File: config.mk
export PLATFORM = sky130hd
export DESIGN_NAME = stnh_back_flat
export DESIGN_NICKNAME = d
export VERILOG_FILES = /design/src/hdl/stnh_pkg.sv /design/src/hdl/stnh_if.sv /design/src/hdl/stnh_back.sv /design/src/flat_wrapper.sv
export SDC_FILE = /design/constraint.sdc
export NUM_CORES = 1
export LEC_CHECK = 0
export BUFFER_PORTS_ARGS = -buffer_cell sky130_fd_sc_hd__buf_2
export CAP_MARGIN = 20
export CELL_PAD_IN_SITES_DETAIL_PLACEMENT = 1
export CELL_PAD_IN_SITES_GLOBAL_PLACEMENT = 2
export CORE_ASPECT_RATIO = 1.75
export CORE_MARGIN = 2
export CORE_UTILIZATION = 41
export DETAILED_ROUTE_END_ITERATION = 8
export HOLD_SLACK_MARGIN = 0.08
export PLACE_DENSITY_LB_ADDON = 0.1
export SLEW_MARGIN = 10
export SYNTH_ARGS = -nofsm -noshare
export SYNTH_HDL_FRONTEND = slang
export SYNTH_SLANG_ARGS = --single-unit
export TNS_END_PERCENT = 50
File: constraint.sdc
create_clock -name clk -period 12.73 [get_ports clk]
set_clock_uncertainty 0.15 [all_clocks]
set_input_delay 2.546 -clock clk [delete_from_list [all_inputs] [get_ports clk]]
set_output_delay 2.546 -clock clk [all_outputs]
set_load 0.02 [all_outputs]
File: src/hdl/stnh_pkg.sv
package stnh_pkg;

    localparam int COORD_W = 24;
    localparam int D_W     = COORD_W + 1;
    localparam int CR_W    = 2 * D_W + 1;
    localparam int LO_W    = CR_W - D_W;
    localparam int B_W     = LO_W + 1;
    localparam int P_W     = D_W + B_W;
    localparam int ACC_W   = D_W + CR_W + 2;
    localparam int T_FRAC  = 16;
    localparam int T_W     = T_FRAC + 1;
    localparam int CNT_W   = $clog2(T_W);
    localparam int IDX_W   = 3;

    localparam logic [IDX_W-1:0] REG_SX = 3'd0;
    localparam logic [IDX_W-1:0] REG_SY = 3'd1;
    localparam logic [IDX_W-1:0] REG_SZ = 3'd2;
    localparam logic [IDX_W-1:0] REG_EX = 3'd3;
    localparam logic [IDX_W-1:0] REG_EY = 3'd4;
    localparam logic [IDX_W-1:0] REG_EZ = 3'd5;

    localparam logic [T_W-1:0] T_ONE = T_W'(1) << T_FRAC;

    typedef struct packed {
        logic             hit;
        logic             last;
        logic [ACC_W-1:0] num;
        logic [ACC_W-1:0] den;
    } stnh_job_t;

endpackage

File: src/hdl/stnh_if.sv


interface stnh_res_if;
    import stnh_pkg::*;
    logic           valid;
    logic           ready;
    logic           any_hit;
    logic [T_W-1:0] nearest_t;
    modport source (output valid, any_hit, nearest_t, input ready);
    modport sink (input valid, any_hit, nearest_t, output ready);
endinterface

File: src/hdl/stnh_back.sv
module stnh_back
    import stnh_pkg::*;
(
    input  logic      clk,
    input  logic      rst_n,
    input  logic      job_valid,
    output logic      job_ready,
    input  stnh_job_t job,
    stnh_res_if.source result
);

    logic             busy_reg;
    logic             last_reg;
    logic [CNT_W-1:0] cnt_reg;
    logic [ACC_W:0]   rem_reg;
    logic [ACC_W-1:0] den_reg;
    logic [T_W-1:0]   q_reg;
    logic [T_W-1:0]   best_reg;
    logic             seen_reg;
    logic             out_valid_reg;
    logic             any_hit_reg;
    logic [T_W-1:0]   nearest_reg;

    logic             pop, done, take;
    logic [ACC_W:0]   shifted, rem_next;
    logic             qbit;
    logic [T_W-1:0]   q_next, best_new;

    assign take      = out_valid_reg && result.ready;
    assign job_ready = !busy_reg && (!out_valid_reg || result.ready);
    assign pop       = job_valid && job_ready;

    always_comb
    begin
        shifted  = (cnt_reg == '0) ? rem_reg : (rem_reg << 1);
        qbit     = (shifted >= {1'b0, den_reg});
        rem_next = qbit ? shifted - {1'b0, den_reg} : shifted;
        q_next   = {q_reg[T_W-2:0], qbit};
        done     = busy_reg && (cnt_reg == CNT_W'(T_W - 1));
        best_new = (q_next < best_reg) ? q_next : best_reg;
    end

    always_ff @(posedge clk or negedge rst_n)
    begin
        if (!rst_n)
        begin
            busy_reg      <= 1'b0;
            cnt_reg       <= '0;
            best_reg      <= T_ONE;
            seen_reg      <= 1'b0;
            out_valid_reg <= 1'b0;
        end
        else
        begin
            if (take)
                out_valid_reg <= 1'b0;
            if (pop)
            begin
                if (job.hit)
                begin
                    busy_reg <= 1'b1;
                    cnt_reg  <= '0;
                end
                else if (job.last)
                begin
                    out_valid_reg <= 1'b1;
                    best_reg      <= T_ONE;
                    seen_reg      <= 1'b0;
                end
            end
            if (busy_reg)
            begin
                cnt_reg <= cnt_reg + CNT_W'(1);
                if (done)
                begin
                    busy_reg <= 1'b0;
                    if (last_reg)
                    begin
                        out_valid_reg <= 1'b1;
                        best_reg      <= T_ONE;
                        seen_reg      <= 1'b0;
                    end
                    else
                    begin
                        best_reg <= best_new;
                        seen_reg <= 1'b1;
                    end
                end
            end
        end
    end

    always_ff @(posedge clk)
    begin
        if (pop)
        begin
            rem_reg  <= {1'b0, job.num};
            den_reg  <= job.den;
            q_reg    <= '0;
            last_reg <= job.last;
            if (!job.hit && job.last)
            begin
                any_hit_reg <= seen_reg;
                nearest_reg <= best_reg;
            end
        end
        if (busy_reg)
        begin
            rem_reg <= rem_next;
            q_reg   <= q_next;
            if (done && last_reg)
            begin
                any_hit_reg <= 1'b1;
                nearest_reg <= best_new;
            end
        end
    end

    assign result.valid     = out_valid_reg;
    assign result.any_hit   = any_hit_reg;
    assign result.nearest_t = nearest_reg;

endmodule

File: src/flat_wrapper.sv
// flat-port wrapper written by rule: the top's interface ports become plain ports
module stnh_back_flat import stnh_pkg::*;
  (clk, rst_n, job_valid, job_ready, job, result_valid, result_any_hit, result_nearest_t, result_ready);
  stnh_res_if result_i ();
  input  logic clk;
  input  logic rst_n;
  input  logic job_valid;
  output logic job_ready;
  input  stnh_job_t job;
  output wire logic [$bits(result_i.valid)-1:0] result_valid;
  output wire logic [$bits(result_i.any_hit)-1:0] result_any_hit;
  output wire logic [$bits(result_i.nearest_t)-1:0] result_nearest_t;
  input wire logic [$bits(result_i.ready)-1:0] result_ready;
  assign result_valid = result_i.valid;
  assign result_any_hit = result_i.any_hit;
  assign result_nearest_t = result_i.nearest_t;
  assign result_i.ready = result_ready;
  stnh_back u_core (.clk(clk), .rst_n(rst_n), .job_valid(job_valid), .job_ready(job_ready), .job(job), .result(result_i));
endmodule
==> flow_metrics.env <==
export IMPL_status="finished clean"
export IMPL_syn_inst=1596
export IMPL_setup_violations_final=0
export IMPL_core_area_um2=37400
export IMPL_die_h_um=261
export IMPL_die_w_um=151
export IMPL_final_util=0.467
export IMPL_fin_crit_sh=0.583
export IMPL_dr_first_iter_drc_count=461
export IMPL_first_pass_iters=5
export IMPL_first_global_vias=13600
export IMPL_grt_use_total=0.236
export IMPL_viasPerCell=5.63
export IMPL_largest_reg_flops=79
export IMPL_end_kind="register"
export IMPL_area_growth_synth_to_final_pct=12.9
export IMPL_clock_root_buffer="clkbuf_16"
export IMPL_min_path_type="register to register"
export IMPL_cts_tree="done"
export IMPL_netlist_area_um2=15500
export IMPL_overflow=0
export IMPL_clkLatencyLatePin_ps=560
export IMPL_via_count=12500
export IMPL_setup_worst_path_start_class="register"
export IMPL_ioPinCount=182
export IMPL_grt_pass1_wl_um=73100
export IMPL_antenna_found_initial=1
export IMPL_drive_above_1_share=0.197
export IMPL_path_class="register to register"
export IMPL_slew_violations=0
export IMPL_place_port_buffers=181
export IMPL_place_detailed_hpwl_um=35200
export IMPL_cp_arrival_ps=7670
export IMPL_cts_resized=0
export IMPL_finalHoldViolations=0
export IMPL_critPathRequiredTime_ps=12980
export IMPL_worst_pin_slew_ps=1010
export IMPL_syn_nets=1855
export IMPL_fmax_ghz=0.135
export IMPL_post_route_min_period_ps=7420
export IMPL_path_max_fanout=63
export IMPL_post_cts_repair_setup_buffers=0
export IMPL_synth_ff_type="edfxtp_1"
export IMPL_ys_types=79
export IMPL_cap_violations=0
export IMPL_postRouteAntennaNets=0
export IMPL_syn_area_per_cell_um2=9.69
export IMPL_clock_sinks=217
export IMPL_ys_warn_count=0
export IMPL_maxSlewHeadroom=0.329
export IMPL_tns_ps=0
export IMPL_cts_buffers=24
export IMPL_path_clk_slew_ps=60
export IMPL_htree_levels=1
export IMPL_synth_async_reset_ratio=0.115
export IMPL_synth_edf_count=174
export IMPL_cts_hold_buf=0
export IMPL_num_rows=94
export IMPL_synth_seq_cells=217
export IMPL_wl_um=46600
export IMPL_dieArea_um2=39300
export IMPL_nNetsFinal=1975
export IMPL_start_util=0.413
export IMPL_synth_seq_area_share=0.402
export IMPL_rsz0062_at_grt="false"
export IMPL_clockBufferDepth=3
export IMPL_grt_max_degree=72
export IMPL_drc=0
export IMPL_wire_per_inst_um=21.0
export IMPL_place_gp_congestion=0.871
## stage by stage
step | setup slack [ps] | instances | instance area [um2] | hold WS, ps
after floorplan | 5480 | 1596 | 15500 | 309
after global placement | 5490 | 2170 | 16600 | 328
after detailed placement | 5230 | 2170 | 16600 | 355
after CTS | 5210 | 2214 | 17500 | 364
after global routing | 4840 | 2214 | 17500 | 385
final | 5310 | 2215 | 17500 | 357
## cell usage after synthesis (46+ instances only)
library cell	number	area share
edfxtp_1	174	0.34
inv_1	123	0.030
clkbuf_1	57	0.014
nand2_1	107	0.026
mux2i_1	65	0.042
nor2_1	110	0.027
mux2_2	78	0.057
a21oi_1	166	0.054
ha_1	96	0.078
xnor2_1	54	0.031
a21o_1	46	0.022
o21ai_0	63	0.020
## worst paths after layout
check,startpoint,depth (start not counted),slack [ps],endpoint
min in group asynchronous,rst_n,1,1850,u_core.best_reg[6]
setup / recovery,u_core.cnt_reg[0],17,5310,u_core.rem_reg[0]
hold / removal,u_core.seen_reg,2,360,u_core.result.any_hit
hold reg to reg,u_core.seen_reg,2,360,u_core.result.any_hit
max in group asynchronous,rst_n,1,10090,u_core.busy_reg
setup reg to reg,u_core.cnt_reg[0],17,5310,u_core.rem_reg[0]
## metal layers
layer  track usage  part of all wire  routed length [um]  vias to the layer above
li1              -                 -                   -                     6095
met1         0.261              0.38               17900                     6058
met2         0.457              0.55               25400                      230
met3        0.0247             0.033                1550                       87
met4        0.0867             0.037                1730                        0
met5             0                 0                   0                        -
## critical path, cell delays in order (launching register included)
cell	delay (ps)
dfrtp_1	420
inv_1	80
ha_1	140
nor3b_1	310
nor2b_4	590
buf_4	750
mux2_2	430
ha_1	470
nand3_1	170
or4_1	600
o41ai_4	390
a21bo_1	410
a21oi_2	180
o21ai_4	180
buf_4	420
buf_4	860
mux2_2	420
a21oi_1	160
## layout make-up
cell class | count | area [um2]
fill | 4294 | 19900
multi-input combinational | 1160 | 8320
sequential | 217 | 6220
timing repair buffer | 190 | 973
clock buffer | 29 | 661
tap | 480 | 601
inverter | 123 | 462
clock inverter | 15 | 223
antenna | 1 | 2.50
## cell families (layout without fill, tap and decap cells)
logic type                 count (synthesis)  after routing  share of synthesized area
and+or+nand+nor                          394            394                      0.122
DFF                                      217            217                      0.402
buffers and inverters                    219            357                     0.0614
xor gates and xnor gates                  72             72                     0.0408
adders and majority gates                 97             97                     0.0790
muxes                                    143            143                     0.0989
other                                      0              1                          0
AOI/OAI and AO/OA                        454            454                      0.196
## layout by cell type (no fill, tap or decap), drive strengths merged, types with 7 or more instances in the layout
| master | n |
|---|---|
| a22o | 17 |
| nand4 | 30 |
| a21boi | 7 |
| xnor2 | 54 |
| a21oi | 171 |
| buf | 190 |
| o21a | 9 |
| and3 | 29 |
| a31oi | 22 |
| xor2 | 18 |
| o21ai | 74 |
| clkbuf | 29 |
| mux2i | 65 |
| a21o | 47 |
| and2 | 24 |
| nand2 | 108 |
| dfrtp | 24 |
| o21bai | 24 |
| inv | 125 |
| dfxtp | 18 |
| nand3 | 34 |
| edfxtp | 174 |
| ha | 96 |
| a2bb2oi | 7 |
| a221o | 21 |
| nor2 | 111 |
| nor3 | 15 |
| nand2b | 9 |
| mux2 | 78 |
Power is left out: the tool's default activity adds up to more than one toggle a clock period on the data nets, which glitch-free logic cannot reach.
