## config.mk

```make
export PLATFORM = sky130hd
export DESIGN_NAME = stnh_queue
export DESIGN_NICKNAME = d
export VERILOG_FILES = /design/src/hdl/stnh_pkg.sv /design/src/hdl/stnh_queue.sv
export SDC_FILE = /design/constraint.sdc
export NUM_CORES = 1
export LEC_CHECK = 0
export ABC_AREA = 1
export BUFFER_PORTS_ARGS = -buffer_cell sky130_fd_sc_hd__buf_2
export CORE_ASPECT_RATIO = 1.75
export CORE_MARGIN = 1.5
export CORE_UTILIZATION = 52
export CTS_BUF_LIST = sky130_fd_sc_hd__clkbuf_4 sky130_fd_sc_hd__clkbuf_8 sky130_fd_sc_hd__clkbuf_16
export DETAILED_ROUTE_END_ITERATION = 6
export PLACE_DENSITY = 0.79
export SLEW_MARGIN = 20
export SYNTH_ARGS = -nofsm -noshare
export SYNTH_HDL_FRONTEND = slang
export SYNTH_SLANG_ARGS = --single-unit
```

## constraint.sdc

```tcl
create_clock -name clk -period 9.05 [get_ports clk]
set_clock_uncertainty 0.2 [all_clocks]
set_input_delay 0 -clock clk [delete_from_list [all_inputs] [get_ports clk]]
set_output_delay 0 -clock clk [all_outputs]
set_load 0.01 [all_outputs]
```

## src/hdl/stnh_pkg.sv

```systemverilog
package stnh_pkg;

    localparam int COORD_W = 24;
    localparam int D_W     = COORD_W + 1;
    localparam int CR_W    = 2 * D_W + 1;
    localparam int LO_W    = CR_W - D_W;
    localparam int B_W     = LO_W + 1;
    localparam int P_W     = D_W + B_W;
    localparam int ACC_W   = D_W + CR_W + 2;
    localparam int T_FRAC  = 16;
    localparam int T_W     = T_FRAC + 1;
    localparam int CNT_W   = $clog2(T_W);
    localparam int IDX_W   = 3;

    localparam logic [IDX_W-1:0] REG_SX = 3'd0;
    localparam logic [IDX_W-1:0] REG_SY = 3'd1;
    localparam logic [IDX_W-1:0] REG_SZ = 3'd2;
    localparam logic [IDX_W-1:0] REG_EX = 3'd3;
    localparam logic [IDX_W-1:0] REG_EY = 3'd4;
    localparam logic [IDX_W-1:0] REG_EZ = 3'd5;

    localparam logic [T_W-1:0] T_ONE = T_W'(1) << T_FRAC;

    typedef struct packed {
        logic             hit;
        logic             last;
        logic [ACC_W-1:0] num;
        logic [ACC_W-1:0] den;
    } stnh_job_t;

endpackage

```

## src/hdl/stnh_queue.sv

```systemverilog
module stnh_queue
    import stnh_pkg::*;
(
    input  logic      clk,
    input  logic      rst_n,
    input  logic      in_valid,
    output logic      in_ready,
    input  stnh_job_t in_job,
    output logic      out_valid,
    input  logic      out_ready,
    output stnh_job_t out_job
);

    stnh_job_t mem [2];
    logic      wr_ptr_reg, rd_ptr_reg;
    logic [1:0] count_reg;
    logic      push, pop;

    assign in_ready  = (count_reg != 2'd2);
    assign out_valid = (count_reg != 2'd0);
    assign out_job   = mem[rd_ptr_reg];
    assign push      = in_valid && in_ready;
    assign pop       = out_valid && out_ready;

    always_ff @(posedge clk or negedge rst_n)
    begin
        if (!rst_n)
        begin
            wr_ptr_reg <= 1'b0;
            rd_ptr_reg <= 1'b0;
            count_reg  <= 2'd0;
        end
        else
        begin
            if (push)
                wr_ptr_reg <= ~wr_ptr_reg;
            if (pop)
                rd_ptr_reg <= ~rd_ptr_reg;
            if (push && !pop)
                count_reg <= count_reg + 2'd1;
            else if (pop && !push)
                count_reg <= count_reg - 2'd1;
        end
    end

    always_ff @(posedge clk)
    begin
        if (push)
            mem[wr_ptr_reg] <= in_job;
    end

endmodule

```

==> results of run 1 <==
==> area by class of cell <==
class | count | share of cell area [%]
Antenna cell | 6 | 0.09083
Clock buffer | 31 | 4.269
Clock inverter | 16 | 0.7721
Sequential cell | 320 | 58.03
Multi-Input combinational cell | 492 | 11.41
Tap cell | 296 | 2.241
Inverter | 7 | 0.1741
Timing Repair Buffer | 542 | 23.01
==> final timing paths <==
path                           endpoint  slack, ns  cells after the start
max                        out_job[147]       5.30                      5
min                          mem[0][15]       0.01                      2
max reg2reg                 mem[1][110]       6.63                      5
min reg2reg                count_reg[1]       0.33                      2
max in group asynchronous    rd_ptr_reg       8.26                      3
min in group asynchronous  count_reg[0]       0.20                      3
==> cells in the mapped netlist <==
cell type / n / share of area, %
sky130_fd_sc_hd__nand2_1: 484 / 15
sky130_fd_sc_hd__edfxtp_1: 316 / 81
sky130_fd_sc_hd__buf_2: 18 / 0.77
sky130_fd_sc_hd__buf_6: 11 / 1.1
sky130_fd_sc_hd__inv_1: 6 / 0.19
sky130_fd_sc_hd__buf_4: 5 / 0.32
sky130_fd_sc_hd__dfrtp_1: 4 / 0.85
sky130_fd_sc_hd__nand3_1: 2 / 0.085
sky130_fd_sc_hd__nor2_1: 2 / 0.064
sky130_fd_sc_hd__buf_8: 1 / 0.13
sky130_fd_sc_hd__ha_1: 1 / 0.11
sky130_fd_sc_hd__inv_4: 1 / 0.053
sky130_fd_sc_hd__nand4_1: 1 / 0.053
sky130_fd_sc_hd__xnor2_1: 1 / 0.075
sky130_fd_sc_hd__xor2_1: 1 / 0.075
==> cells in the final DEF (no fill, tap or decap), drive strengths merged <==
master / count
diode: 6
ha: 1
nand4: 1
nand2: 484
inv: 7
dlygate4sd3: 215
clkbuf: 31
buf: 327
xnor2: 1
dfrtp: 4
nor2: 2
clkinv: 14
edfxtp: 316
bufinv: 2
xor2: 1
nand3: 2
==> power groups by stage <==
| stage | sequential, mW | combinational, mW | clock, mW |
|---|---|---|---|
| 3_5_place_dp | 2.20 | 1.44 | 0 |
| 3_3_place_gp | 2.19 | 1.42 | 0 |
| 4_1_cts | 2.17 | 1.52 | 1.11 |
| 2_1_floorplan | 2.20 | 0.936 | 0 |
| 5_1_grt | 2.22 | 1.72 | 1.18 |
| 6_report | 2.18 | 1.57 | 1.11 |
==> logic make-up after synthesis <==
logic type    after synthesis  share of synthesized area [%]
simple gates              489                          15.66
xor+xnor                    2                         0.1490
buf+inv                    42                          2.512
flops                     320                          81.58
fa+ha+maj                   1                         0.1064
==> per-stage QoR <==
stage          std cells  setup WS (ns)  hold slack (ns)  power (mW)
5_1_grt             1710          5.097         0.007582       5.111
6_report            1710          5.298          0.01202       4.863
4_1_cts             1704          5.424        0.0001638       4.805
3_3_place_gp        1442          5.978          -0.3828       3.612
2_1_floorplan        854         0.9416          -0.4956       3.141
3_5_place_dp        1442          5.964          -0.3807       3.646
==> metal layers <==
layer / share of wire, % / up-vias
li1: - / 3950
met4: 5.7 / 0
met5: 0 / -
met2: 55 / 458
met1: 33 / 4037
met3: 6.4 / 110
==> results.sh, run 1 <==
export IMPL_ff_latch_area_sq_mm=0.009593
export IMPL_cts_tree="yes"
export IMPL_grt_remaining_overflow=0
export IMPL_final_max_slew_violation_count=0
export IMPL_path_class="flip-flop to output port"
export IMPL_top_usage_layer="met2"
export IMPL_fin_nets=1553
export IMPL_combinationalPowerShare_pct=32.3
export IMPL_clkSinkCount=320
export IMPL_final_min_clock_period_ns=3.752
export IMPL_rsz_0062_raised_after_global_routing="false"
export IMPL_cp_launch_point="rd_ptr_reg"
export IMPL_postCtsHoldBufs=215
export IMPL_start_util_pct=53.04
export IMPL_synth_area_per_cell_sq_um=13.76
export IMPL_post_route_period_util_pct=41.46
export IMPL_hold_start="in_job[15]"
export IMPL_design_portCount=322
export IMPL_p_sw_mw=1.693
export IMPL_clock_latency_ns=0.52
export IMPL_dieHeight_um=201.9
export IMPL_grt_use_total_pct=26.31
export IMPL_drt_wl_total_um=31080
export IMPL_critical_path_slowest_cell="sky130_fd_sc_hd__buf_4"
export IMPL_chipWidth_um=116.7
export IMPL_max_clock_path_buffers=3
export IMPL_yosysWarnings=0
export IMPL_worst_endpoint_required_ns=8.85
export IMPL_use_met3_pct=3.898
export IMPL_cp_end_kind="output port"
export IMPL_power_switching_fraction_pct=34.81
export IMPL_p_per_area_mw_per_mm2=294.2
export IMPL_timing_final_setup_violations=0
export IMPL_rows=72
export IMPL_die_area_sq_mm=0.02355
export IMPL_largest_reg_flops=316
export IMPL_drt_drc_violations_left=0
export IMPL_drt_pass1_iterations=5
export IMPL_gp_congestion=0.8420
export IMPL_post_dp_cell_area_sq_mm=0.01353
export IMPL_postCtsResizedCells=0
export IMPL_multi_input_comb_area_sq_mm=0.001886
export IMPL_synth_cells=854
export IMPL_port_buffer_count=321
export IMPL_crit_path_cell_trace="inv_4 > buf_4 > nand2_1 > nand2_1 > buf_2"
export IMPL_postLayoutCellArea_sq_mm=0.01653
export IMPL_run_status="finished, final reports clean"
export IMPL_power_share_clock_pct=22.8
export IMPL_cp_start_kind="flip-flop"
export IMPL_num_fill_cells=1290
export IMPL_fmax_ghz=0.2665
export IMPL_worst_slew_pin_transition_ns=1.108
export IMPL_finalHoldViolCount=0
export IMPL_first_pass_grt_wire_length_um=46610
export IMPL_synthesis_nets=1017
export IMPL_detail_route_wl_per_cell_um=18.18
export IMPL_core_region_area_sq_mm=0.02216
export IMPL_worst_ep_arrival_time_ns=3.55
export IMPL_clk_pin_slew_worst_paths_ns=0.07
export IMPL_flow_area_growth_from_synthesis_pct=40.62
export IMPL_worstPathMaxFanout=89
export IMPL_antenna_found_initial=6
export IMPL_final_core_density_pct=74.59
export IMPL_tritoncts_num_buffers=27
export IMPL_synth_cell_type_count=15
export IMPL_pin_count_of_the_biggest_net_entering_global_routing=90
export IMPL_cts_repair_timing_setup_buffer_count=0
export IMPL_viasPerCell=5.003
export IMPL_min_path_type="primary input to flip-flop"
export IMPL_cp_slowest_stage_delay_ns=0.83
export IMPL_startpoint_of_the_lowest_slack_register_to_register_path="count_reg[0]"
export IMPL_power_frac_seq_pct=44.9
export IMPL_worst_path_buf_inv=3
export IMPL_cpMostUsedCell="sky130_fd_sc_hd__nand2_1"
export IMPL_internal_power_contribution_mw=3.170
export IMPL_grt_met1_usage_pct=27.90
export IMPL_post_route_cells_drive_above_1_share_pct=26.49
export IMPL_root_buffer="sky130_fd_sc_hd__clkbuf_16"
export IMPL_antenna_violating_nets_post_route=0
export IMPL_first_iter_violations=694
export IMPL_synth_seq_area_share_pct=81.58
export IMPL_groute_layer_met2_usage_pct=48.87
export IMPL_ys_ff_latch=320
export IMPL_syn_cell_area_sq_mm=0.01176
export IMPL_maxCapViolCount=0
export IMPL_timing_critical_path_max_delay_family="buffers and inverters"
export IMPL_leakage_nw=7.107
export IMPL_detailed_route_via_count=8555
export IMPL_fin_tns_setup_ns=0
export IMPL_ir_drop_mv=0.2651
export IMPL_first_global_vias=9078
export IMPL_dp_final_hpwl_um=15860
export IMPL_slew_headroom_pct=26.11
export IMPL_h_tree_depth=1
Note: power is estimated with default switching activity, not from simulation.
==> inputs of run 2 (changes only) <==
Settings changed: CORE_UTILIZATION 52 to 47, PLACE_DENSITY 0.79 to 0.76.
Clock period 9.05 ns to 3.25 ns, I/O delays scaled along.
==> run 2 against run 1 <==
Via count grew 0.84%. Sequential power rose to 2.7 times the previous value. Final cell count up 4.6%. Global-route usage shrank 2.4 points. Sequential cell count stayed put. Count of clock-buffer cells in the layout unchanged. Non-clock buffer count is 61 higher. Die area increased by 10%. Critical path type unchanged. Critical endpoint is now out_job[102].
==> results.sh, run 2 (synthesized netlist as in run 1, its figures left out) <==
export IMPL_run_status="finished, final reports clean"
export IMPL_hold_start="in_job[94]"
export IMPL_p_sw_mw=4.767
export IMPL_fin_nets=1614
export IMPL_cts_tree="yes"
export IMPL_viasPerCell=4.825
export IMPL_cp_end_kind="output port"
export IMPL_regToRegSetupSlack_ns=1.24
export IMPL_max_clock_path_buffers=3
export IMPL_instances_no_fill=1788
export IMPL_fmax_ghz=0.4048
export IMPL_numPlacedInstances=1460
export IMPL_pin_count_of_the_biggest_net_entering_global_routing=160
export IMPL_grt_remaining_overflow=0
export IMPL_ff2ff_path_depth=5
export IMPL_clkSinkCount=320
export IMPL_dp_final_hpwl_um=16200
export IMPL_crit_path_cell_trace="inv_4 > buf_4 > nand2_1 > nand2_1 > buf_2"
export IMPL_worst_path_depth=5
export IMPL_finalHoldViolCount=0
export IMPL_detail_route_wl_per_cell_um=17.62
export IMPL_clk_pin_slew_worst_paths_ns=0.07
export IMPL_leakage_nw=7.397
export IMPL_drt_drc_violations_left=0
export IMPL_layout_commonest_cell="sky130_fd_sc_hd__nand2_1"
export IMPL_antenna_violating_nets_post_route=0
export IMPL_flow_area_growth_from_synthesis_pct=47.01
export IMPL_post_dp_cell_area_sq_mm=0.01363
export IMPL_startpoint_of_the_lowest_slack_register_to_register_path="count_reg[0]"
export IMPL_cpMostUsedCell="sky130_fd_sc_hd__nand2_1"
export IMPL_first_pass_grt_wire_length_um=46840
export IMPL_worst_ep_arrival_time_ns=2.27
export IMPL_combinationalPowerShare_pct=33.7
export IMPL_worstPathMaxFanout=47
export IMPL_drt_pass1_iterations=5
export IMPL_start_util_pct=47.73
export IMPL_timing_final_setup_violations=0
export IMPL_multi_input_comb_area_sq_mm=0.001901
export IMPL_final_max_slew_violation_count=0
export IMPL_root_buffer="sky130_fd_sc_hd__clkbuf_16"
export IMPL_design_portCount=322
export IMPL_detailed_route_via_count=8627
export IMPL_cp_slowest_stage_delay_ns=0.50
export IMPL_maxCapViolCount=0
export IMPL_ir_drop_mv=0.7061
export IMPL_power_switching_fraction_pct=34.41
export IMPL_chipWidth_um=122.6
export IMPL_gp_congestion=0.7774
export IMPL_timing_critical_path_max_delay_family="buffers and inverters"
export IMPL_fin_worst_setup_slack_ns=0.7796
export IMPL_internal_power_contribution_mw=9.085
export IMPL_cp_launch_point="rd_ptr_reg"
export IMPL_path_class="flip-flop to output port"
export IMPL_p_per_area_mw_per_mm2=801.6
export IMPL_tritoncts_num_buffers=27
export IMPL_rows=76
export IMPL_grt_use_total_pct=23.89
export IMPL_largest_reg_flops=316
export IMPL_dieHeight_um=212.2
export IMPL_first_global_vias=9262
export IMPL_drt_wl_total_um=31510
export IMPL_cts_repair_timing_setup_buffer_count=0
export IMPL_num_fill_cells=1542
export IMPL_worst_path_buf_inv=3
export IMPL_timing_hold_worst_path_depth=2
export IMPL_die_area_sq_mm=0.02601
export IMPL_power_frac_seq_pct=42.6
export IMPL_ff_latch_area_sq_mm=0.009593
export IMPL_antenna_found_initial=4
export IMPL_worst_endpoint_required_ns=3.05
export IMPL_post_route_cells_drive_above_1_share_pct=25.63
export IMPL_rsz_0062_raised_after_global_routing="false"
export IMPL_min_path_type="primary input to flip-flop"
export IMPL_core_region_area_sq_mm=0.02463
export IMPL_worst_slew_pin_transition_ns=0.8365
export IMPL_final_min_clock_period_ns=2.470
export IMPL_port_buffer_count=321
export IMPL_critical_path_slowest_cell="sky130_fd_sc_hd__dfrtp_4"
export IMPL_cp_start_kind="flip-flop"
export IMPL_slew_headroom_pct=44.24
export IMPL_postLayoutCellArea_sq_mm=0.01728
export IMPL_clock_latency_ns=0.53
export IMPL_power_share_clock_pct=23.7
export IMPL_first_iter_violations=635
export IMPL_mostFrequentLayoutCells="482 x sky130_fd_sc_hd__nand2_1, 321 x sky130_fd_sc_hd__buf_2, 316 x sky130_fd_sc_hd__edfxtp_1"
export IMPL_post_place_ws_ns=1.253
export IMPL_post_route_period_util_pct=76.01
export IMPL_h_tree_depth=1
-- run 2: cell types whose count changed in the layout (fill, tap and decap cells not counted), moves of 2 or more --
cell                            previous run  this run
sky130_fd_sc_hd__bufinv_16                 2         4
sky130_fd_sc_hd__nand2_1                 484       482
sky130_fd_sc_hd__clkinvlp_4                0         3
sky130_fd_sc_hd__buf_12                    0         4
sky130_fd_sc_hd__clkinv_1                  5         8
sky130_fd_sc_hd__buf_4                     6         4
sky130_fd_sc_hd__clkinv_2                  8         2
sky130_fd_sc_hd__dlygate4sd3_1           215       274
sky130_fd_sc_hd__nand2_4                   0         2
-- run 2: worst register-to-register path, stage by stage, from the launching register on --
cell and delay [ns]:
sky130_fd_sc_hd__dfrtp_1 0.40, sky130_fd_sc_hd__inv_2 0.07, sky130_fd_sc_hd__nand2_4 0.08, sky130_fd_sc_hd__nand2_4 0.08
sky130_fd_sc_hd__nor2_4 0.16, sky130_fd_sc_hd__buf_4 0.61
-- run 2: per-layer routing --
metal  part of all wire, %  up-vias  GRT usage (%)  wire length (um)
met5                     0        -              0                 0
met4                   5.2        0          13.03              1634
met3                   5.4       86          3.997              1705
met2                    56      354          45.69             17570
met1                    34     4105          23.86             10600
li1                      -     4082              -                 -
-- run 2: what timing repair did --
| item | CTS | global route |
|---|---|---|
| hold endpoints to repair | 382 | 0 |
| hold buffers | 274 | 0 |
| gates resized for setup | 0 | 0 |
| setup endpoints to repair | 0 | 0 |
-- run 2: path summary, 6_finish.rpt --
check / to
max in group asynchronous: rd_ptr_reg
worst max register to register: mem[0][117]
worst min register to register: count_reg[0]
min in group asynchronous: wr_ptr_reg
worst max-delay path: out_job[102]
worst min-delay path: mem[0][94]
-- run 2: layout make-up --
class / count / share of cell area (%)
sequential: 320 / 55.51
inverter: 7 / 0.1665
multi-input combinational: 492 / 11.00
tap: 312 / 2.259
clock inverter: 18 / 1.108
antenna: 5 / 0.07240
timing repair buffer: 603 / 25.80
clock buffer: 31 / 4.083
-- run 2: metrics by stage --
stage               power (mW)  hold WS [ns]  setup TNS [ns]  utilization, %
floorplan                8.580       -0.4956          -97.56               -
finish                   13.85      0.004875               0           70.17
global route             14.56      0.001933               0           70.15
detailed placement       10.27       -0.3807               0           55.34
CTS                      13.78     0.0002207               0           70.12
global placement         10.15       -0.3875               0           55.34
-- run 2: power groups by stage --
stage          clock network [mW]  logic [mW]  registers (mW)
6_report                     3.28        4.67            5.90
5_1_grt                      3.47        5.11            5.98
4_1_cts                      3.32        4.60            5.86
3_5_place_dp                    0        4.32            5.95
3_3_place_gp                    0        4.25            5.90
2_1_floorplan                   0        2.63            5.95
