### src/hdl/stnh_pkg.sv
package stnh_pkg;

    localparam int COORD_W = 24;
    localparam int D_W     = COORD_W + 1;
    localparam int CR_W    = 2 * D_W + 1;
    localparam int LO_W    = CR_W - D_W;
    localparam int B_W     = LO_W + 1;
    localparam int P_W     = D_W + B_W;
    localparam int ACC_W   = D_W + CR_W + 2;
    localparam int T_FRAC  = 16;
    localparam int T_W     = T_FRAC + 1;
    localparam int CNT_W   = $clog2(T_W);
    localparam int IDX_W   = 3;

    localparam logic [IDX_W-1:0] REG_SX = 3'd0;
    localparam logic [IDX_W-1:0] REG_SY = 3'd1;
    localparam logic [IDX_W-1:0] REG_SZ = 3'd2;
    localparam logic [IDX_W-1:0] REG_EX = 3'd3;
    localparam logic [IDX_W-1:0] REG_EY = 3'd4;
    localparam logic [IDX_W-1:0] REG_EZ = 3'd5;

    localparam logic [T_W-1:0] T_ONE = T_W'(1) << T_FRAC;

    typedef struct packed {
        logic             hit;
        logic             last;
        logic [ACC_W-1:0] num;
        logic [ACC_W-1:0] den;
    } stnh_job_t;

endpackage

### src/hdl/stnh_if.sv
interface stnh_tri_if;
    import stnh_pkg::*;
    logic                      valid;
    logic                      ready;
    logic signed [COORD_W-1:0] v0_x;
    logic signed [COORD_W-1:0] v0_y;
    logic signed [COORD_W-1:0] v0_z;
    logic signed [COORD_W-1:0] v1_x;
    logic signed [COORD_W-1:0] v1_y;
    logic signed [COORD_W-1:0] v1_z;
    logic signed [COORD_W-1:0] v2_x;
    logic signed [COORD_W-1:0] v2_y;
    logic signed [COORD_W-1:0] v2_z;
    logic                      last_triangle;
    modport source (output valid, v0_x, v0_y, v0_z, v1_x, v1_y, v1_z,
                    v2_x, v2_y, v2_z, last_triangle, input ready);
    modport sink (input valid, v0_x, v0_y, v0_z, v1_x, v1_y, v1_z,
                  v2_x, v2_y, v2_z, last_triangle, output ready);
endinterface

interface stnh_cfg_if;
    import stnh_pkg::*;
    logic                      valid;
    logic                      ready;
    logic [IDX_W-1:0]          index;
    logic signed [COORD_W-1:0] data;
    modport source (output valid, index, data, input ready);
    modport sink (input valid, index, data, output ready);
endinterface


### src/hdl/stnh_front.sv
module stnh_front
    import stnh_pkg::*;
(
    input  logic       clk,
    input  logic       rst_n,
    stnh_tri_if.sink   tri_in,
    stnh_cfg_if.sink   cfg,
    output logic       job_valid,
    input  logic       job_ready,
    output stnh_job_t  job
);

    localparam logic [1:0] F_IDLE = 2'd0;
    localparam logic [1:0] F_RUN  = 2'd1;
    localparam logic [1:0] F_PUSH = 2'd2;

    localparam logic [2:0] PH_N   = 3'd0;
    localparam logic [2:0] PH_DEN = 3'd1;
    localparam logic [2:0] PH_NUM = 3'd2;
    localparam logic [2:0] PH_E   = 3'd3;
    localparam logic [2:0] PH_V   = 3'd4;
    localparam logic [2:0] PH_W   = 3'd5;
    localparam logic [2:0] SUB_LAST = 3'd5;

    logic [1:0] state_reg, state_next;
    logic [2:0] phase_reg, phase_next;
    logic [2:0] sub_reg, sub_next;

    logic signed [COORD_W-1:0] seg_reg [6];
    logic signed [D_W-1:0] ab_reg [3];
    logic signed [D_W-1:0] ac_reg [3];
    logic signed [D_W-1:0] ap_reg [3];
    logic signed [D_W-1:0] qp_reg [3];
    logic signed [CR_W-1:0] n_reg [3];
    logic signed [CR_W-1:0] e_reg [3];
    logic signed [ACC_W-1:0] acc_reg;
    logic signed [ACC_W-1:0] den_reg, num_reg, v_reg;
    logic                    last_reg;

    function automatic logic signed [D_W-1:0] diff(
        input logic signed [COORD_W-1:0] a,
        input logic signed [COORD_W-1:0] b);
        diff = $signed({a[COORD_W-1], a}) - $signed({b[COORD_W-1], b});
    endfunction

    function automatic logic [1:0] next3(input logic [1:0] k);
        next3 = (k == 2'd2) ? 2'd0 : k + 2'd1;
    endfunction

    logic                    accept;
    logic                    is_cross, odd;
    logic [1:0]              k, a_sel, b_sel;
    logic signed [D_W-1:0]   a_op;
    logic signed [CR_W-1:0]  wide_op;
    logic signed [B_W-1:0]   b_op;
    logic signed [P_W-1:0]   prod;
    logic signed [ACC_W-1:0] prod_ext, addend, acc_in, acc_next;
    logic                    neg;

    assign accept       = tri_in.valid && tri_in.ready;
    assign tri_in.ready = (state_reg == F_IDLE);
    assign cfg.ready    = 1'b1;

    always_comb
    begin
        is_cross = (phase_reg == PH_N) || (phase_reg == PH_E);
        odd      = sub_reg[0];
        k        = sub_reg[2:1];
        a_sel    = odd ? next3(next3(k)) : next3(k);
        b_sel    = odd ? next3(k) : next3(next3(k));
        a_op     = ab_reg[a_sel];
        wide_op  = n_reg[k];
        b_op     = B_W'(ac_reg[b_sel]);
        unique case (phase_reg)
            PH_N:
            begin
                a_op = ab_reg[a_sel];
                b_op = B_W'(ac_reg[b_sel]);
            end
            PH_E:
            begin
                a_op = qp_reg[a_sel];
                b_op = B_W'(ap_reg[b_sel]);
            end
            PH_DEN:
            begin
                a_op    = qp_reg[k];
                wide_op = n_reg[k];
            end
            PH_NUM:
            begin
                a_op    = ap_reg[k];
                wide_op = n_reg[k];
            end
            PH_V:
            begin
                a_op    = ac_reg[k];
                wide_op = e_reg[k];
            end
            default:
            begin
                a_op    = ab_reg[k];
                wide_op = e_reg[k];
            end
        endcase
        if (!is_cross)
        begin
            // split the wide operand: unsigned low part, signed high part
            b_op = odd ? B_W'($signed(wide_op[CR_W-1:LO_W]))
                       : $signed({1'b0, wide_op[LO_W-1:0]});
        end
        prod     = a_op * b_op;
        prod_ext = ACC_W'(prod);
        addend   = (!is_cross && odd) ? (prod_ext <<< LO_W) : prod_ext;
        neg      = (is_cross && odd) || (phase_reg == PH_W);
        // each cross component starts afresh; a dot product only at its first step
        acc_in   = ((sub_reg == 3'd0) || (is_cross && !odd)) ? '0 : acc_reg;
        acc_next = neg ? acc_in - addend : acc_in + addend;
    end

    always_comb
    begin
        state_next = state_reg;
        phase_next = phase_reg;
        sub_next   = sub_reg;
        unique case (state_reg)
            F_IDLE:
            begin
                if (accept)
                begin
                    state_next = F_RUN;
                    phase_next = PH_N;
                    sub_next   = 3'd0;
                end
            end
            F_RUN:
            begin
                if (sub_reg == SUB_LAST)
                begin
                    sub_next = 3'd0;
                    if (phase_reg == PH_W)
                        state_next = F_PUSH;
                    else
                        phase_next = phase_reg + 3'd1;
                end
                else
                    sub_next = sub_reg + 3'd1;
            end
            F_PUSH:
            begin
                if (job_ready)
                    state_next = F_IDLE;
            end
            default:
                state_next = F_IDLE;
        endcase
    end

    always_ff @(posedge clk or negedge rst_n)
    begin
        if (!rst_n)
        begin
            state_reg <= F_IDLE;
            phase_reg <= PH_N;
            sub_reg   <= 3'd0;
            for (int i = 0; i < 6; i++)
                seg_reg[i] <= '0;
        end
        else
        begin
            state_reg <= state_next;
            phase_reg <= phase_next;
            sub_reg   <= sub_next;
            if (cfg.valid)
            begin
                unique case (cfg.index)
                    REG_SX: seg_reg[0] <= cfg.data;
                    REG_SY: seg_reg[1] <= cfg.data;
                    REG_SZ: seg_reg[2] <= cfg.data;
                    REG_EX: seg_reg[3] <= cfg.data;
                    REG_EY: seg_reg[4] <= cfg.data;
                    REG_EZ: seg_reg[5] <= cfg.data;
                    default: ;
                endcase
            end
        end
    end

    always_ff @(posedge clk)
    begin
        if (accept)
        begin
            ab_reg[0] <= diff(tri_in.v1_x, tri_in.v0_x);
            ab_reg[1] <= diff(tri_in.v1_y, tri_in.v0_y);
            ab_reg[2] <= diff(tri_in.v1_z, tri_in.v0_z);
            ac_reg[0] <= diff(tri_in.v2_x, tri_in.v0_x);
            ac_reg[1] <= diff(tri_in.v2_y, tri_in.v0_y);
            ac_reg[2] <= diff(tri_in.v2_z, tri_in.v0_z);
            ap_reg[0] <= diff(seg_reg[0], tri_in.v0_x);
            ap_reg[1] <= diff(seg_reg[1], tri_in.v0_y);
            ap_reg[2] <= diff(seg_reg[2], tri_in.v0_z);
            for (int i = 0; i < 3; i++)
                qp_reg[i] <= diff(seg_reg[i], seg_reg[3 + i]);
            last_reg <= tri_in.last_triangle;
        end
        if (state_reg == F_RUN)
        begin
            acc_reg <= acc_next;
            if (is_cross && odd)
            begin
                if (phase_reg == PH_N)
                    n_reg[k] <= acc_next[CR_W-1:0];
                else
                    e_reg[k] <= acc_next[CR_W-1:0];
            end
            if (sub_reg == SUB_LAST)
            begin
                if (phase_reg == PH_DEN)
                    den_reg <= acc_next;
                if (phase_reg == PH_NUM)
                    num_reg <= acc_next;
                if (phase_reg == PH_V)
                    v_reg <= acc_next;
            end
        end
    end

    // w ends up in the accumulator after the last step
    logic signed [ACC_W:0] vw_sum;
    logic                  hit;

    always_comb
    begin
        vw_sum = {v_reg[ACC_W-1], v_reg} + {acc_reg[ACC_W-1], acc_reg};
        hit = (den_reg > 0) && (num_reg >= 0) && (num_reg <= den_reg)
            && (v_reg >= 0) && (v_reg <= den_reg) && (acc_reg >= 0)
            && (vw_sum <= {den_reg[ACC_W-1], den_reg});
    end

    assign job_valid = (state_reg == F_PUSH);
    assign job.hit   = hit;
    assign job.last  = last_reg;
    assign job.num   = num_reg;
    assign job.den   = den_reg;

endmodule

### src/flat_wrapper.sv
// flat-port wrapper written by rule: the top's interface ports become plain ports
module stnh_front_flat import stnh_pkg::*;
  (clk, rst_n, job_valid, job_ready, job, tri_in_valid, tri_in_v0_x, tri_in_v0_y, tri_in_v0_z, tri_in_v1_x, tri_in_v1_y, tri_in_v1_z, tri_in_v2_x, tri_in_v2_y, tri_in_v2_z, tri_in_last_triangle, tri_in_ready, cfg_valid, cfg_index, cfg_data, cfg_ready);
  stnh_tri_if tri_in_i ();
  stnh_cfg_if cfg_i ();
  input  logic clk;
  input  logic rst_n;
  output logic job_valid;
  input  logic job_ready;
  output stnh_job_t job;
  input wire logic [$bits(tri_in_i.valid)-1:0] tri_in_valid;
  input wire logic [$bits(tri_in_i.v0_x)-1:0] tri_in_v0_x;
  input wire logic [$bits(tri_in_i.v0_y)-1:0] tri_in_v0_y;
  input wire logic [$bits(tri_in_i.v0_z)-1:0] tri_in_v0_z;
  input wire logic [$bits(tri_in_i.v1_x)-1:0] tri_in_v1_x;
  input wire logic [$bits(tri_in_i.v1_y)-1:0] tri_in_v1_y;
  input wire logic [$bits(tri_in_i.v1_z)-1:0] tri_in_v1_z;
  input wire logic [$bits(tri_in_i.v2_x)-1:0] tri_in_v2_x;
  input wire logic [$bits(tri_in_i.v2_y)-1:0] tri_in_v2_y;
  input wire logic [$bits(tri_in_i.v2_z)-1:0] tri_in_v2_z;
  input wire logic [$bits(tri_in_i.last_triangle)-1:0] tri_in_last_triangle;
  output wire logic [$bits(tri_in_i.ready)-1:0] tri_in_ready;
  input wire logic [$bits(cfg_i.valid)-1:0] cfg_valid;
  input wire logic [$bits(cfg_i.index)-1:0] cfg_index;
  input wire logic [$bits(cfg_i.data)-1:0] cfg_data;
  output wire logic [$bits(cfg_i.ready)-1:0] cfg_ready;
  assign tri_in_i.valid = tri_in_valid;
  assign tri_in_i.v0_x = tri_in_v0_x;
  assign tri_in_i.v0_y = tri_in_v0_y;
  assign tri_in_i.v0_z = tri_in_v0_z;
  assign tri_in_i.v1_x = tri_in_v1_x;
  assign tri_in_i.v1_y = tri_in_v1_y;
  assign tri_in_i.v1_z = tri_in_v1_z;
  assign tri_in_i.v2_x = tri_in_v2_x;
  assign tri_in_i.v2_y = tri_in_v2_y;
  assign tri_in_i.v2_z = tri_in_v2_z;
  assign tri_in_i.last_triangle = tri_in_last_triangle;
  assign tri_in_ready = tri_in_i.ready;
  assign cfg_i.valid = cfg_valid;
  assign cfg_i.index = cfg_index;
  assign cfg_i.data = cfg_data;
  assign cfg_ready = cfg_i.ready;
  stnh_front u_core (.clk(clk), .rst_n(rst_n), .tri_in(tri_in_i), .cfg(cfg_i), .job_valid(job_valid), .job_ready(job_ready), .job(job));
endmodule
### config.mk
export PLATFORM = sky130hd
export DESIGN_NAME = stnh_front_flat
export DESIGN_NICKNAME = d
export VERILOG_FILES = /design/src/hdl/stnh_pkg.sv /design/src/hdl/stnh_if.sv /design/src/hdl/stnh_front.sv /design/src/flat_wrapper.sv
export SDC_FILE = /design/constraint.sdc
export NUM_CORES = 2
export LEC_CHECK = 0
export BUFFER_PORTS_ARGS = -buffer_cell sky130_fd_sc_hd__buf_2
export CORE_MARGIN = 5
export CORE_UTILIZATION = 35
export CTS_CLUSTER_DIAMETER = 60
export DETAILED_ROUTE_END_ITERATION = 10
export PLACE_DENSITY = 0.61
export SYNTH_ARGS = -nofsm -noshare
export SYNTH_HDL_FRONTEND = slang
export SYNTH_SLANG_ARGS = --single-unit
### constraint.sdc
create_clock -name clk -period 33.5 [get_ports clk]
set_input_delay 3.35 -clock clk [delete_from_list [all_inputs] [get_ports clk]]
set_output_delay 3.35 -clock clk [all_outputs]
set_load 0.03 [all_outputs]
==> impl_metrics.py <==
metrics = {
    "worst_setup_path": {
        "path_class": "reg2reg",
        "critPathArrivalTime_ps": 17550,
        "timing.critical_path.from_type": "register",
        "cp_slowest_stage_delay_ps": 1070,
        "cp_slowest_cell": "sky130_fd_sc_hd__xnor2_1",
        "cp_max_fo": 41,
        "critical-path-top-cell-by-count": "sky130_fd_sc_hd__fa_1",
        "crit_path_end_kind": "register",
        "worstPathRequired_ps": 33900,
    },
    "clock_tree": {
        "cts_buffers": 143,
        "worst_skew_pair.late_latency_ps": 840,
        "cts_max_path_buffers": 4,
        "clk_pin_slew_worst_paths_ps": 60,
        "post_cts_resized": 0,
        "post_cts.repair.setup_buffers": 0,
        "htree_levels": 4,
        "clock_sinks": 1071,
        "cts-hold-fix-buffers": 0,
        "cts_root_buffer": "sky130_fd_sc_hd__clkbuf_16",
        "cts_tree": "done",
    },
    "final_layout": {
        "areaGrowthSynthToFinish_pct": 12.1,
        "n_fill_cell": 26466,
        "final_layout_size_suffix_gt1_share_pct": 10.9,
        "area.sequential_sq_um": 31400,
        "num-nets-final": 11776,
        "multi_input_area_sq_um": 59000,
    },
    "sta": {
        "fin_setup_tns_ps": 0,
        "period_needed_ps": 17150,
        "final-setup-viol-count": 0,
        "fmax_mhz": 58.3,
        "period_share_pct": 51.2,
        "finClkSkew_ps": 85.5,
        "worst_slew_pin_slew_ps": 1500,
        "timing.max_slew.rel_slack_pct": -1.22,
        "final_max_slew_viol_count": 8,
        "timing.final.hold_violations": 0,
        "rsz_0062_raised_after_global_routing": "no",
    },
    "floorplanning": {
        "floorplan.die.height_microns": 532,
        "floorplan.core_area_sq_um": 271000,
        "io_pins": 410,
        "core.rowCount": 191,
        "floorplan.die.width_microns": 532,
        "die_area_sq_um": 283000,
        "start_util_pct": 35.2,
    },
    "grt": {
        "global_route_wire_length_before_repair_microns": 505000,
        "grt.total_usage_pct": 23.6,
        "grt_start_max_net_pins": 193,
        "grt_overflow_total": 0,
        "first_global_vias": 77005,
        "grt_antenna_before_repair": 31,
    },
    "yosys": {
        "synth.ff_latch_count": 1071,
        "number_of_enable_flip_flop_cells_after_synthesis": 919,
        "synth_cell_area_sq_um": 95500,
        "netlist-cell-type-count": 99,
        "yosysSeqAreaShare_pct": 32.9,
        "synthFlopType": "sky130_fd_sc_hd__edfxtp_1",
        "synthCells": 9618,
        "yosysWarnings": 0,
        "post_synthesis_net_count": 11414,
        "asyncSetResetFlopFracSynth_pct": 14.2,
        "syn_area_per_cell_sq_um": 9.93,
    },
    "hold_path": {
        "holdCritPathClass": "reg2reg",
    },
    "routing": {
        "drcViolationCount": 0,
        "drt-pass1-iter-count": 6,
        "wire_per_inst_microns": 25.2,
        "route.final.wire_length_microns": 344000,
        "detail-route-antenna-nets": 0,
        "vias": 75801,
        "detailedRoute.firstIterationViolations": 7230,
        "dr_vias_cell": 5.55,
    },
    "placed_design": {
        "hpwlAfterDp_microns": 271000,
        "finalWeightedCongestion": 0.956,
        "port-buffer-count": 408,
    },
    "run_status": {
        "failed_checks": "max-capacitance violations, max-slew violations",
        "run_status": "finished with violations",
    },
    "flow_run": {
        "timing.max_cap.violations": 1,
    },
}
-- cells by family after synthesis --
| group | share of synthesized area, % |
|---|---|
| other | 0.00393 |
| adder cells (fa/ha/maj) | 25.9 |
| AO/OA/AOI/OAI | 13.2 |
| AND/OR/NAND/NOR | 12.6 |
| multiplexers | 5.23 |
| buffers and inverters | 5.89 |
| XOR/XNOR | 4.23 |
| flip-flops | 32.9 |
-- placed cells by master, fill, tap and decap left out, types with 31 or more instances in the layout --
cell type,n
sky130_fd_sc_hd__a211oi_1,76
sky130_fd_sc_hd__a21boi_0,56
sky130_fd_sc_hd__a21o_1,248
sky130_fd_sc_hd__a21oi_1,605
sky130_fd_sc_hd__a221oi_1,33
sky130_fd_sc_hd__a31oi_1,47
sky130_fd_sc_hd__and2_1,53
sky130_fd_sc_hd__and3_1,60
sky130_fd_sc_hd__buf_2,407
sky130_fd_sc_hd__buf_4,165
sky130_fd_sc_hd__clkbuf_16,147
sky130_fd_sc_hd__dfrtp_1,149
sky130_fd_sc_hd__edfxtp_1,919
sky130_fd_sc_hd__fa_1,719
sky130_fd_sc_hd__ha_1,827
sky130_fd_sc_hd__inv_1,1129
sky130_fd_sc_hd__mux2_2,120
sky130_fd_sc_hd__mux2i_1,248
sky130_fd_sc_hd__mux4_2,50
sky130_fd_sc_hd__nand2_1,791
sky130_fd_sc_hd__nand2b_1,91
sky130_fd_sc_hd__nand3_1,145
sky130_fd_sc_hd__nand4_1,114
sky130_fd_sc_hd__nor2_1,814
sky130_fd_sc_hd__nor2b_1,252
sky130_fd_sc_hd__nor3_1,126
sky130_fd_sc_hd__nor4_1,31
sky130_fd_sc_hd__o211ai_1,49
sky130_fd_sc_hd__o21a_1,58
sky130_fd_sc_hd__o21ai_0,509
sky130_fd_sc_hd__o21bai_1,41
sky130_fd_sc_hd__o22ai_1,32
sky130_fd_sc_hd__or3_1,31
sky130_fd_sc_hd__xnor2_1,304
sky130_fd_sc_hd__xor2_1,132
-- cells in the mapped netlist (all sizes together) (32+ instances only) --
master	count	area, sq um
xnor2	321	2810
nor2	828	3110
ha	828	10400
edfxtp	919	27600
buf	54	230
and2	54	338
xor2	140	1230
nand3	145	726
clkbuf	304	1140
nor2b	255	1600
nor3	131	672
o21bai	41	308
mux2i	249	2490
mux2	122	1370
inv	1131	4250
nand4	114	713
a221oi	34	315
nand2	794	2980
fa	719	14400
and3	60	375
o21ai	523	2630
a21oi	614	3080
nor4	32	200
o21a	59	444
a211oi	82	621
nand2b	91	569
a21boi	56	420
o211ai	50	380
o22ai	32	200
dfrtp	152	3800
mux4	50	1130
a21o	248	1860
a31oi	48	300
-- worst paths after layout --
path | slack [ps] | startpoint | endpoint | cells past startpoint
min | 510 | u_core.seg_reg[63]$_DFFE_PN0P_ | u_core.seg_reg[63]$_DFFE_PN0P_ | 1
min in group asynchronous | 2600 | rst_n | u_core.seg_reg[36]$_DFFE_PN0P_ | 1
max | 16350 | u_core.sub_reg[1]$_DFFE_PN0P_ | u_core.den_reg[50]$_DFFE_PP_ | 46
max in group asynchronous | 29320 | rst_n | u_core.seg_reg[99]$_DFFE_PN0P_ | 2
max reg2reg | 16350 | u_core.sub_reg[1]$_DFFE_PN0P_ | u_core.den_reg[50]$_DFFE_PP_ | 46
min reg2reg | 510 | u_core.seg_reg[63]$_DFFE_PN0P_ | u_core.seg_reg[63]$_DFFE_PN0P_ | 1
-- through the flow --
stage	hold WS [ps]	area, sq um	instances	setup slack, ps	utilization (%)
finish	505	107000	13656	16350	39.5
global route	514	107000	13652	15350	39.5
CTS	505	107000	13651	16510	39.5
detailed placement	494	102000	13405	16620	37.8
global placement	487	102000	13405	16850	37.8
floorplan	479	95500	9618	19790	-
-- worst max-delay path: cells and delay by family (launching register included) --
family                     cells  cell delay [ps]
adders and majority gates      9             4240
buffers and inverters          6             1260
xor gates and xnor gates       4             1940
AOI/OAI and AO/OA             16             5650
and+or+nand+nor               11             2840
DFF                            1              760
-- per-layer routing --
| metal | track usage (%) | up-vias | part of all wire [%] |
|---|---|---|---|
| li1 | - | 34206 | - |
| met1 | 31.4 | 37784 | 42 |
| met2 | 38.1 | 3199 | 46 |
| met3 | 4.31 | 608 | 7.9 |
| met4 | 9.41 | 4 | 4.6 |
| met5 | 0 | - | 0.0079 |
-- area by class of cell --
| cell class | instances | area share [%] |
|---|---|---|
| inverter | 1134 | 3.99 |
| clock buffer | 171 | 3.55 |
| antenna | 5 | 0.0117 |
| clock inverter | 75 | 0.712 |
| timing repair buffer | 575 | 3.11 |
| tap | 3570 | 4.17 |
| multi-input combinational | 7055 | 55.1 |
| sequential | 1071 | 29.3 |
Power is left out: the tool's default activity adds up to more than one toggle a clock period on the data nets, which glitch-free logic cannot reach.
